--- src/design/binary_max_heap_queue_assert.svh ---
// assertion macros used by the heap queue core
`ifndef BINARY_MAX_HEAP_QUEUE_ASSERT_SVH
`define BINARY_MAX_HEAP_QUEUE_ASSERT_SVH

// same-cycle implication
`define BMHQ_ASSERT_NOW(label, clk, rst, ante, cons) \
   label: assert property (@(posedge clk) disable iff (rst) (ante) |-> (cons)) \
      else $error("bmhq assertion failed");

// next-cycle implication
`define BMHQ_ASSERT_NEXT(label, clk, rst, ante, cons) \
   label: assert property (@(posedge clk) disable iff (rst) (ante) |=> (cons)) \
      else $error("bmhq assertion failed");

`endif

--- src/design/bmhq_pkg.sv ---
// ----------------------------------------------------------------------------
// bmhq_pkg
// Shared types and constants of the binary max-heap priority queue.
// ----------------------------------------------------------------------------
package bmhq_pkg;

   localparam int DEPTH_DEFAULT = 1024;
   localparam int VAL_W         = 32;
   localparam int CAP_W         = 11;
   localparam int COUNT_OUT_W   = 11;
   localparam logic [CAP_W-1:0] CAP_RESET = 11'd1024;

   typedef enum logic {
      OP_INSERT  = 1'b0,
      OP_EXTRACT = 1'b1
   } bmhq_opcode_type;

   typedef enum logic [1:0] {
      STAT_OK    = 2'd0,
      STAT_FULL  = 2'd1,
      STAT_EMPTY = 2'd2
   } bmhq_status_type;

   typedef enum logic [3:0] {
      ST_IDLE,
      ST_UP_RD,
      ST_UP_CMP,
      ST_EX_ROOT,
      ST_EX_LAST,
      ST_EX_TAKE,
      ST_DN_RD_L,
      ST_DN_CMP_L,
      ST_DN_CMP_R,
      ST_DONE
   } bmhq_state_type;

   // memory port strobes
   typedef struct packed {
      logic wr_en;
      logic rd_en;
   } bmhq_mem_ctl_type;

   // one finished response
   typedef struct packed {
      bmhq_status_type         status;
      logic signed [VAL_W-1:0] max_value;
      logic [COUNT_OUT_W-1:0]  element_count;
      logic                    is_empty;
      logic                    is_full;
   } bmhq_result_type;

endpackage

--- src/design/bmhq_req_if.sv ---
// ----------------------------------------------------------------------------
// bmhq_req_if
// Request channel of the heap queue: valid/ready with opcode and value.
// ----------------------------------------------------------------------------
interface bmhq_req_if;
   import bmhq_pkg::*;

   logic                    valid;
   logic                    ready;
   bmhq_opcode_type         opcode;
   logic signed [VAL_W-1:0] value;

   modport source (output valid, output opcode, output value, input ready);
   modport sink (input valid, input opcode, input value, output ready);

endinterface

--- src/design/bmhq_core.sv ---
// ----------------------------------------------------------------------------
// bmhq_core
// Sequencer of the heap: sift up and sift down through one shared signed
// comparator and the single-read heap memory, one level per step.
// ----------------------------------------------------------------------------
module bmhq_core #(
   parameter int DEPTH = bmhq_pkg::DEPTH_DEFAULT
) (
   input  logic                               clock,
   input  logic                               reset,
   bmhq_req_if.sink                           req_if,
   input  logic [bmhq_pkg::CAP_W-1:0]         capacity,
   input  logic                               out_free,
   output logic                               done,
   output bmhq_pkg::bmhq_result_type          result,
   output bmhq_pkg::bmhq_mem_ctl_type         mem_ctl,
   output logic [$clog2(DEPTH)-1:0]           mem_waddr,
   output logic signed [bmhq_pkg::VAL_W-1:0]  mem_wdata,
   output logic [$clog2(DEPTH)-1:0]           mem_raddr,
   input  logic signed [bmhq_pkg::VAL_W-1:0]  mem_rdata
);
   import bmhq_pkg::*;

   localparam int IDX_W = $clog2(DEPTH);
   localparam int CNT_W = $clog2(DEPTH + 1);
   localparam int CH_W  = CNT_W + 1;
   localparam int CMP_W = (CNT_W > CAP_W) ? CNT_W : CAP_W;

   bmhq_state_type          state_ff, state_in;
   logic [CNT_W-1:0]        count_ff, count_in;
   logic [IDX_W-1:0]        pos_ff, pos_in;
   logic signed [VAL_W-1:0] carry_ff, carry_in;
   logic signed [VAL_W-1:0] best_ff, best_in;
   logic [IDX_W-1:0]        best_idx_ff, best_idx_in;
   logic                    best_child_ff, best_child_in;
   logic signed [VAL_W-1:0] max_ff, max_in;
   bmhq_status_type         status_ff, status_in;

   logic                    req_fire;
   logic [CMP_W-1:0]        cap_ext;
   logic [CMP_W-1:0]        eff_cap;
   logic                    full_now;
   logic [IDX_W-1:0]        parent;
   logic [CH_W-1:0]         child_l;
   logic [CH_W-1:0]         child_r;
   logic                    l_ok;
   logic                    r_ok;
   logic signed [VAL_W-1:0] cmp_a;
   logic signed [VAL_W-1:0] cmp_b;
   logic                    cmp_gt;
   logic                    core_busy;
   logic                    insert_go;

   assign req_fire = req_if.valid && req_if.ready;

   // effective capacity saturates at the memory depth
   assign cap_ext  = CMP_W'(capacity);
   assign eff_cap  = (cap_ext > CMP_W'(DEPTH)) ? CMP_W'(DEPTH) : cap_ext;
   assign full_now = CMP_W'(count_ff) >= eff_cap;

   // tree navigation
   assign parent  = IDX_W'((pos_ff - IDX_W'(1)) >> 1);
   assign child_l = CH_W'({pos_ff, 1'b1});
   assign child_r = CH_W'({pos_ff, 1'b0}) + CH_W'(2);
   assign l_ok    = child_l < CH_W'(count_ff);
   assign r_ok    = child_r < CH_W'(count_ff);

   // shared signed comparator, operands picked by step
   always_comb begin
      cmp_a = mem_rdata;
      cmp_b = carry_ff;
      unique case (state_ff)
         ST_UP_CMP: begin
            cmp_a = carry_ff;
            cmp_b = mem_rdata;
         end
         ST_DN_CMP_R: begin
            cmp_a = mem_rdata;
            cmp_b = best_ff;
         end
         default: begin
            cmp_a = mem_rdata;
            cmp_b = carry_ff;
         end
      endcase
   end

   assign cmp_gt = cmp_a > cmp_b;

   // state and datapath registers
   always_ff @(posedge clock) begin
      if (reset) begin
         state_ff <= ST_IDLE;
         count_ff <= '0;
      end else begin
         state_ff <= state_in;
         count_ff <= count_in;
      end
   end

   always_ff @(posedge clock) begin
      pos_ff        <= pos_in;
      carry_ff      <= carry_in;
      best_ff       <= best_in;
      best_idx_ff   <= best_idx_in;
      best_child_ff <= best_child_in;
      max_ff        <= max_in;
      status_ff     <= status_in;
   end

   // next state and memory strobes
   always_comb begin
      state_in      = state_ff;
      count_in      = count_ff;
      pos_in        = pos_ff;
      carry_in      = carry_ff;
      best_in       = best_ff;
      best_idx_in   = best_idx_ff;
      best_child_in = best_child_ff;
      max_in        = max_ff;
      status_in     = status_ff;
      mem_ctl       = '0;
      mem_waddr     = pos_ff;
      mem_wdata     = carry_ff;
      mem_raddr     = parent;
      req_if.ready  = 1'b0;
      done          = 1'b0;

      unique case (state_ff)
         ST_IDLE: begin
            req_if.ready = 1'b1;
            if (req_if.valid) begin
               max_in    = '0;
               status_in = STAT_OK;
               if (req_if.opcode == OP_INSERT) begin
                  if (full_now) begin
                     status_in = STAT_FULL;
                     state_in  = ST_DONE;
                  end else begin
                     carry_in = req_if.value;
                     pos_in   = IDX_W'(count_ff);
                     count_in = count_ff + CNT_W'(1);
                     state_in = ST_UP_RD;
                  end
               end else begin
                  if (count_ff == '0) begin
                     status_in = STAT_EMPTY;
                     state_in  = ST_DONE;
                  end else begin
                     state_in = ST_EX_ROOT;
                  end
               end
            end
         end

         // sift up: fetch parent or settle at the root
         ST_UP_RD: begin
            if (pos_ff == '0) begin
               mem_ctl.wr_en = 1'b1;
               state_in      = ST_DONE;
            end else begin
               mem_ctl.rd_en = 1'b1;
               mem_raddr     = parent;
               state_in      = ST_UP_CMP;
            end
         end

         // move parent down into the hole or drop the new value in
         ST_UP_CMP: begin
            mem_ctl.wr_en = 1'b1;
            if (cmp_gt) begin
               mem_wdata = mem_rdata;
               pos_in    = parent;
               state_in  = ST_UP_RD;
            end else begin
               state_in = ST_DONE;
            end
         end

         // extract: fetch root, then last element
         ST_EX_ROOT: begin
            mem_ctl.rd_en = 1'b1;
            mem_raddr     = '0;
            state_in      = ST_EX_LAST;
         end

         ST_EX_LAST: begin
            max_in        = mem_rdata;
            mem_ctl.rd_en = 1'b1;
            mem_raddr     = IDX_W'(count_ff - CNT_W'(1));
            state_in      = ST_EX_TAKE;
         end

         ST_EX_TAKE: begin
            carry_in = mem_rdata;
            count_in = count_ff - CNT_W'(1);
            pos_in   = '0;
            state_in = ST_DN_RD_L;
         end

         // sift down: fetch left child or settle
         ST_DN_RD_L: begin
            if (l_ok) begin
               mem_ctl.rd_en = 1'b1;
               mem_raddr     = IDX_W'(child_l);
               state_in      = ST_DN_CMP_L;
            end else begin
               mem_ctl.wr_en = 1'b1;
               state_in      = ST_DONE;
            end
         end

         // left child against the moving value, fetch right child
         ST_DN_CMP_L: begin
            if (cmp_gt) begin
               best_in       = mem_rdata;
               best_idx_in   = IDX_W'(child_l);
               best_child_in = 1'b1;
            end else begin
               best_in       = carry_ff;
               best_child_in = 1'b0;
            end
            if (r_ok) begin
               mem_ctl.rd_en = 1'b1;
               mem_raddr     = IDX_W'(child_r);
            end
            state_in = ST_DN_CMP_R;
         end

         // right child against the best so far, then move or settle
         ST_DN_CMP_R: begin
            mem_ctl.wr_en = 1'b1;
            if (r_ok && cmp_gt) begin
               mem_wdata = mem_rdata;
               pos_in    = IDX_W'(child_r);
               state_in  = ST_DN_RD_L;
            end else if (best_child_ff) begin
               mem_wdata = best_ff;
               pos_in    = best_idx_ff;
               state_in  = ST_DN_RD_L;
            end else begin
               state_in = ST_DONE;
            end
         end

         // hand the response over once the output slot is free
         ST_DONE: begin
            done = 1'b1;
            if (out_free) begin
               state_in = ST_IDLE;
            end
         end

         default: begin
            state_in = ST_IDLE;
         end
      endcase
   end

   // response fields
   always_comb begin
      result.status        = status_ff;
      result.max_value     = max_ff;
      result.element_count = COUNT_OUT_W'(count_ff);
      result.is_empty      = count_ff == '0;
      result.is_full       = full_now;
   end

   // assertion helpers
   assign core_busy = (state_ff != ST_IDLE) && (state_ff != ST_DONE);
   assign insert_go = req_fire && (req_if.opcode == OP_INSERT) && !full_now;

   `include "binary_max_heap_queue_assert.svh"

   `BMHQ_ASSERT_NOW(a_count_range, clock, reset, 1'b1, count_ff <= CNT_W'(DEPTH))
   `BMHQ_ASSERT_NOW(a_write_busy, clock, reset, mem_ctl.wr_en, core_busy)
   `BMHQ_ASSERT_NEXT(a_accept_busy, clock, reset, req_fire, state_ff != ST_IDLE)
   `BMHQ_ASSERT_NEXT(a_insert_count, clock, reset, insert_go, count_ff == $past(count_ff) + CNT_W'(1))

endmodule

--- src/flat_wrapper.sv ---
// flat-port wrapper written by rule: the top's interface ports become plain ports
module bmhq_core_flat import bmhq_pkg::*;
#(
   parameter int DEPTH = bmhq_pkg::DEPTH_DEFAULT
)
  (clock, reset, capacity, out_free, done, result, mem_ctl, mem_waddr, mem_wdata, mem_raddr, mem_rdata, req_if_valid, req_if_opcode, req_if_value, req_if_ready);
  bmhq_req_if req_if_i ();
  input  logic clock;
  input  logic reset;
  input  logic [bmhq_pkg::CAP_W-1:0] capacity;
  input  logic out_free;
  output logic done;
  output bmhq_pkg::bmhq_result_type result;
  output bmhq_pkg::bmhq_mem_ctl_type mem_ctl;
  output logic [$clog2(DEPTH)-1:0] mem_waddr;
  output logic signed [bmhq_pkg::VAL_W-1:0] mem_wdata;
  output logic [$clog2(DEPTH)-1:0] mem_raddr;
  input  logic signed [bmhq_pkg::VAL_W-1:0] mem_rdata;
  input wire logic [$bits(req_if_i.valid)-1:0] req_if_valid;
  input wire logic [$bits(req_if_i.opcode)-1:0] req_if_opcode;
  input wire logic [$bits(req_if_i.value)-1:0] req_if_value;
  output wire logic [$bits(req_if_i.ready)-1:0] req_if_ready;
  assign req_if_i.valid = req_if_valid;
  assign req_if_i.opcode = req_if_opcode;
  assign req_if_i.value = req_if_value;
  assign req_if_ready = req_if_i.ready;
  bmhq_core #(.DEPTH(DEPTH)) u_core (.clock(clock), .reset(reset), .req_if(req_if_i), .capacity(capacity), .out_free(out_free), .done(done), .result(result), .mem_ctl(mem_ctl), .mem_waddr(mem_waddr), .mem_wdata(mem_wdata), .mem_raddr(mem_raddr), .mem_rdata(mem_rdata));
endmodule
--- config.mk ---
export PLATFORM = sky130hd
export DESIGN_NAME = bmhq_core_flat
export DESIGN_NICKNAME = d
export VERILOG_FILES = /design/src/design/bmhq_pkg.sv /design/src/design/bmhq_req_if.sv /design/src/design/bmhq_core.sv /design/src/flat_wrapper.sv
export VERILOG_INCLUDE_DIRS = /design/src /design/src/design
export SDC_FILE = /design/constraint.sdc
export NUM_CORES = 1
export LEC_CHECK = 0
export BUFFER_PORTS_ARGS = -buffer_cell sky130_fd_sc_hd__buf_2
export CORE_MARGIN = 1.5
export CORE_UTILIZATION = 62
export DETAILED_ROUTE_END_ITERATION = 12
export GPL_TIMING_DRIVEN = 0
export HOLD_SLACK_MARGIN = 0.06
export PLACE_DENSITY_LB_ADDON = 0.25
export SLEW_MARGIN = 20
export SYNTH_ARGS = -nofsm -noshare
export SYNTH_HDL_FRONTEND = slang
export SYNTH_SLANG_ARGS = --single-unit
--- constraint.sdc ---
create_clock -name clock -period 14 [get_ports clock]
set_clock_uncertainty 0.2 [all_clocks]
set_input_delay 0 -clock clock [delete_from_list [all_inputs] [get_ports clock]]
set_output_delay 0 -clock clock [all_outputs]
set_load 0.01 [all_outputs]
-- Yosys cells after proc, flatten, opt, wreduce, memory -nomap -nowiden
Cells that the tools add are included.
- add/subtract/negate cells: 4
- magnitude comparators: 5
- equal/unequal tests: 15
- mux-type cells: 51
- reduce and logical (&&, ||, !) cells: 15
- operator list (cell ; count):
    $mux 32 ; 8
    $pmux 32 s2 ; 4
    $mux 10 ; 8
    $pmux 10 s4 ; 2
    $mux 11 ; 4
    $mux 4 ; 10
    $pmux 4 s10 ; 1
    $gt 32x32->1 ; 1
    $pmux 11 s2 ; 1
    $eq 4x3->1 const B ; 4
    $add 11x2->12 const B ; 1
    $lt 12x11->1 ; 1
    $add 11x1->11 const B ; 1
    $ge 11x11->1 ; 1
    $gt 11x11->1 const B ; 1
    $logic_not 11->1 ; 1
    $lt 11x11->1 ; 1
    $sub 11x1->11 const B ; 1
    $logic_not 10->1 ; 1
    $sub 10x1->10 const B ; 1
    $mux 1 ; 9
    $eq 4x2->1 const B ; 2
    $eq 4x4->1 const B ; 2
    $ne 2x2->1 const B ; 4
    other kinds (14) ; 20
- bits in registers: 133
- bits of input ports: 80
- output and inout bits: 103
- word-level logic and storage cells: 99

-- Depth between registers and ports, before layout
- depth after elaboration: 7
- depth in mapped cells: 16
- depth with buffers taken out: 14

-- Worst setup path after synthesis
OpenSTA, ideal clock, no wires.
- path kind: register -> register
- start: register u_core.state_ff[3]
- end: register u_core.best_idx_ff[1], enable pin
- library setup time: 0.387 ns
- data arrival time: 3.997 ns
- data required time: 13.413 ns
- path slack: 9.416 ns
- stages on the path, launching flop included: 16
- buffers on the path: 4
- period minus slack after synthesis: 4.584 ns
- cell sequence: dfxtp_1 -> buf_1 -> nor4_1 -> clkbuf_1 -> clkbuf_1 -> nand2_1 -> o21ai_0 -> a21oi_1 -> ha_1 -> nand4_2 -> nor4_2 -> nor2_1 -> a31oi_2 -> mux2i_4 -> clkbuf_1 -> nor3_1
- word-level cells in the longest chain between the ends: 4
- elaborated cells between the ends (all ways): 7
- RTL lines (element ; line ; text):
    start, declared ; bmhq_core.sv:29 ; bmhq_state_type state_ff, state_in;
    start signal, assigned ; bmhq_core.sv:96 ; state_ff <= state_in;
    $eq 4x4->1 or $eq 4x2->1 (tied branches) ; bmhq_core.sv:72 ; unique case (state_ff)
    $pmux 32 s2 or $mux 32 (tied branches) ; bmhq_core.sv:72 ;
    $gt 32x32->1 ; bmhq_core.sv:88 ; assign cmp_gt = cmp_a > cmp_b;
    $reduce_and 2->1 (no source line) (*) ; - ;
    end signal, assigned ; bmhq_core.sv:105 ; best_idx_ff <= best_idx_in;
    end, declared ; bmhq_core.sv:34 ; logic [IDX_W-1:0] best_idx_ff, best_idx_in;
Mark *: on every way between the ends. The rest lies on a longest branch, timed or not.
A chain may end at the register's enable or synchronous reset.

-- Worst setup path in the final report
- start: register u_core.state_ff[3]
- end: output mem_wdata[28] (netlist bit)
- word-level cells in the longest chain between the ends: 6
- elaborated cells between the ends (all ways): 9
- RTL lines (element ; line ; text):
    $eq 4x4->1 or $eq 4x2->1 (tied branches) ; bmhq_core.sv:72, bmhq_core.sv:129 ;
    $pmux 32 s2 or $mux 32 (tied branches) ; bmhq_core.sv:72 ;
    $gt 32x32->1 ; bmhq_core.sv:88 ;
    $logic_and 1x1->1 ; bmhq_core.sv:233 ; if (r_ok && cmp_gt) begin
    $mux 32 ; bmhq_core.sv:233 ;
    $pmux 32 s2 (*) ; bmhq_core.sv:129 ; unique case (state_ff)
    end, declared ; flat_wrapper.sv:16 ; output logic signed [bmhq_pkg::VAL_W-1:0] mem_wdata;
Marks and branches as above.

==> results.ini <==
[hold_path]
min_from=reset
hold_path_end=u_core.count_ff[1]
holdPathStages=3
hold_class=input port to flip-flop

[synth]
synth_top_area_frac=0.356
synth_ff_type=edfxtp_1
ys_top_cells_by_area=edfxtp_1 (36%), nand2_1 (10%), ha_1 (8.5%)
synth_enable_flop_cells=118
yosys.area.top_type=edfxtp_1
yosysSeqAreaShare=0.386
syn_nets=1309
async_reset_ff_frac=0
yosys-top-cells-count=nand2_1 (271), edfxtp_1 (118), o21ai_0 (90)
synthesis.area_mm2=0.00996
synth_most_common_cell=nand2_1
ys_warn_count=0
synth.distinct_cells=75
syn-mean-instance-area_um2=8.58
ys_ff_latch=133
syn_inst=1161

[drt]
wl_per_cell_um=21.5
ant_nets=0
wl_um=36400
vias_per_cell=6.51
firstDrtPassIters=7
drt_iter0_drc=1500
drc=0
dr_total_vias=11000

[clock_network]
cts_max_path_buffers=2
cts_tree=done
htree_num_levels=4
insertion_delay_ns=0.45
cts_root_buf=clkbuf_16
cts.sinks=133
clk_pin_slew_ns=0.07
post-cts-setup-buffers=0
cts_buffers=17

[pwr]
power_w=0.00370
power_density_mw_per_mm2=290
peakVddDrop_mv=0.252
p_leak_nw=5.50

[placement]
dp_slack_ns=8.15
routabilityCongestion=0.976
place.port_buffers=182
dp_hpwl_um=23500
dp.cells=1560

[die]
io_pins=183
rows=46
start_util=0.631
die_h_um=130
dieArea_mm2=0.0168
die_w_um=130
core_mm2=0.0158

[timing]
fmax_mhz=156
layout_setup_ws_ns=7.60
max_slew.worst_pin.slew_ns=0.882
fin_crit_sh=0.457
setup_violations=0
final.min_clock_period_ns=6.40
finalHoldViolations=0
rsz0062_at_grt=false
report.final.slew_viol_count=0
slew-limit-headroom=0.410
tns_ns=0

[status]
run_status=finished clean

[setup_path]
r2r_slack_ns=7.84
crit_top_cell=clkbuf_1
crit_required_ns=13.80
end_kind=output port
reg2reg_from=u_core.state_ff[3]
crit_chain=buf_1, nor4_1, clkbuf_1, clkbuf_1, nand2_1, o21ai_0, a21oi_1, ha_1, nand4_2, nor4_2, nand2_1, o21ai_1, clkbuf_1, o21ai_0, o221ai_1, buf_2
reg2regPathDepth=15
crit_type=flip-flop to output port
slowest_delay_ns=0.78
crit_path_top_delay_cell=nor4_1
setup.worst_path.start_class=flip-flop
timing.rr.end=u_core.best_idx_ff[9]
arrival_ns=6.20
cp_max_fo=10

[global_routing]
grt_remaining_overflow=0
antenna_found_initial=0
grt_max_degree=42
grt_first_pass_wirelength_um=54000
grt_usage=0.428
grt_pass1_vias=10100

[cells_and_area]
diodes=0
area_growth_pct=27.9
fillers=1065
final_nets=1612
stdcell_count=1692
drive_above_1_share=0.180

[job]
cap_viol_max_count=0

[metrics by stage]
step,cell area [µm²],util,hold WS (ns)
CTS,12700,0.807,0.149
floorplan,9960,-,-0.135
global placement,11100,0.706,0.0736
global route,12700,0.808,0.184
detailed placement,11200,0.708,0.0690
finish,12700,0.808,0.174
[metal layers]
metal | track usage | up-vias | share of wire
li1 | - | 4824 | -
met1 | 0.537 | 5003 | 0.36
met2 | 0.687 | 980 | 0.46
met3 | 0.0910 | 211 | 0.12
met4 | 0.252 | 0 | 0.057
met5 | 0 | - | 0
[final cells by class]
| type | count | area, µm² | area share |
|---|---|---|---|
| Tap cell | 216 | 270 | 0.0212 |
| Multi-Input combinational cell | 893 | 5550 | 0.436 |
| Timing Repair Buffer | 284 | 1940 | 0.152 |
| Clock inverter | 13 | 125 | 0.00983 |
| Clock buffer | 18 | 429 | 0.0337 |
| Inverter | 58 | 218 | 0.0171 |
| Buffer | 77 | 360 | 0.0283 |
| Sequential cell | 133 | 3840 | 0.302 |
[worst max path at each step]
| stage | from | endpoint |
|---|---|---|
| global placement | u_core.state_ff[3] | u_core.best_idx_ff[1] |
| detailed placement | u_core.state_ff[3] | u_core.best_idx_ff[2] |
| global route | u_core.state_ff[3] | mem_wdata[4] |
| floorplan | u_core.state_ff[3] | u_core.best_idx_ff[1] |
| finish | u_core.state_ff[3] | mem_wdata[28] |
| CTS | u_core.state_ff[3] | mem_wdata[20] |
[registers in the layout, summed over array words and instances (netlist names), 2 cells and up]
register	flops
u_core.mem_waddr	10
u_core.max_ff	32
u_core.best_idx_ff	9
u_core.best_ff	32
u_core.carry_ff	32
u_core.count_ff	11
u_core.status_ff	2
u_core.state_ff	4
[kinds of logic (layout without fill, tap and decap cells)]
family / Yosys count / after routing / share of synthesized area
fa+ha+maj: 68 / 68 / 0.0854
flops: 133 / 133 / 0.386
compound gates: 273 / 273 / 0.176
mux: 36 / 36 / 0.0416
buf+inv: 135 / 450 / 0.0580
simple gates: 486 / 486 / 0.226
xor+xnor: 30 / 30 / 0.0264
[what timing repair did]
action                                 in CTS  in global routing
hold buffers                              101                  0
resized for setup                           0                  0
endpoints found under the hold margin     115                  0
[layout by cell type, fill, tap and decap left out, types with 4 or more instances in the layout]
master	n
ha_1	68
or3_1	4
nand4_1	11
nor2_1	49
dfxtp_1	15
nor4_1	4
and2_1	4
o31ai_1	7
xor2_1	7
nor4_2	4
a21o_1	8
a211oi_1	7
o21ai_0	90
nand3_1	52
nand2b_1	5
nor2b_1	5
o211ai_1	6
and3_1	34
dlygate4sd3_1	101
edfxtp_1	118
buf_2	191
xnor2_1	23
a22oi_1	5
clkbuf_1	55
buf_4	7
nor3_1	21
o21ai_1	7
mux2_1	29
a222oi_1	4
a21oi_1	70
inv_1	56
o221ai_1	35
clkbuf_16	17
nand2_1	271
mux2_2	4
inv_6	4
[where the power goes]
part	switching [W]	total [W]	internal (W)
combinational	0.00162	0.00248	0.000854
clock	0.000194	0.000439	0.000246
sequential	0.000115	0.000782	0.000667
total	0.00193	0.00370	0.00177
[worst max-delay path, delay by kind of cell, from the launching register on]
family,cells,cell delay [ns]
buffers and inverters,5,2.12
AOI/OAI and AO/OA,5,1.10
DFF,1,0.35
and+or+nand+nor,5,1.77
adders and majority gates,1,0.42
(Power assumes the default switching activity.)
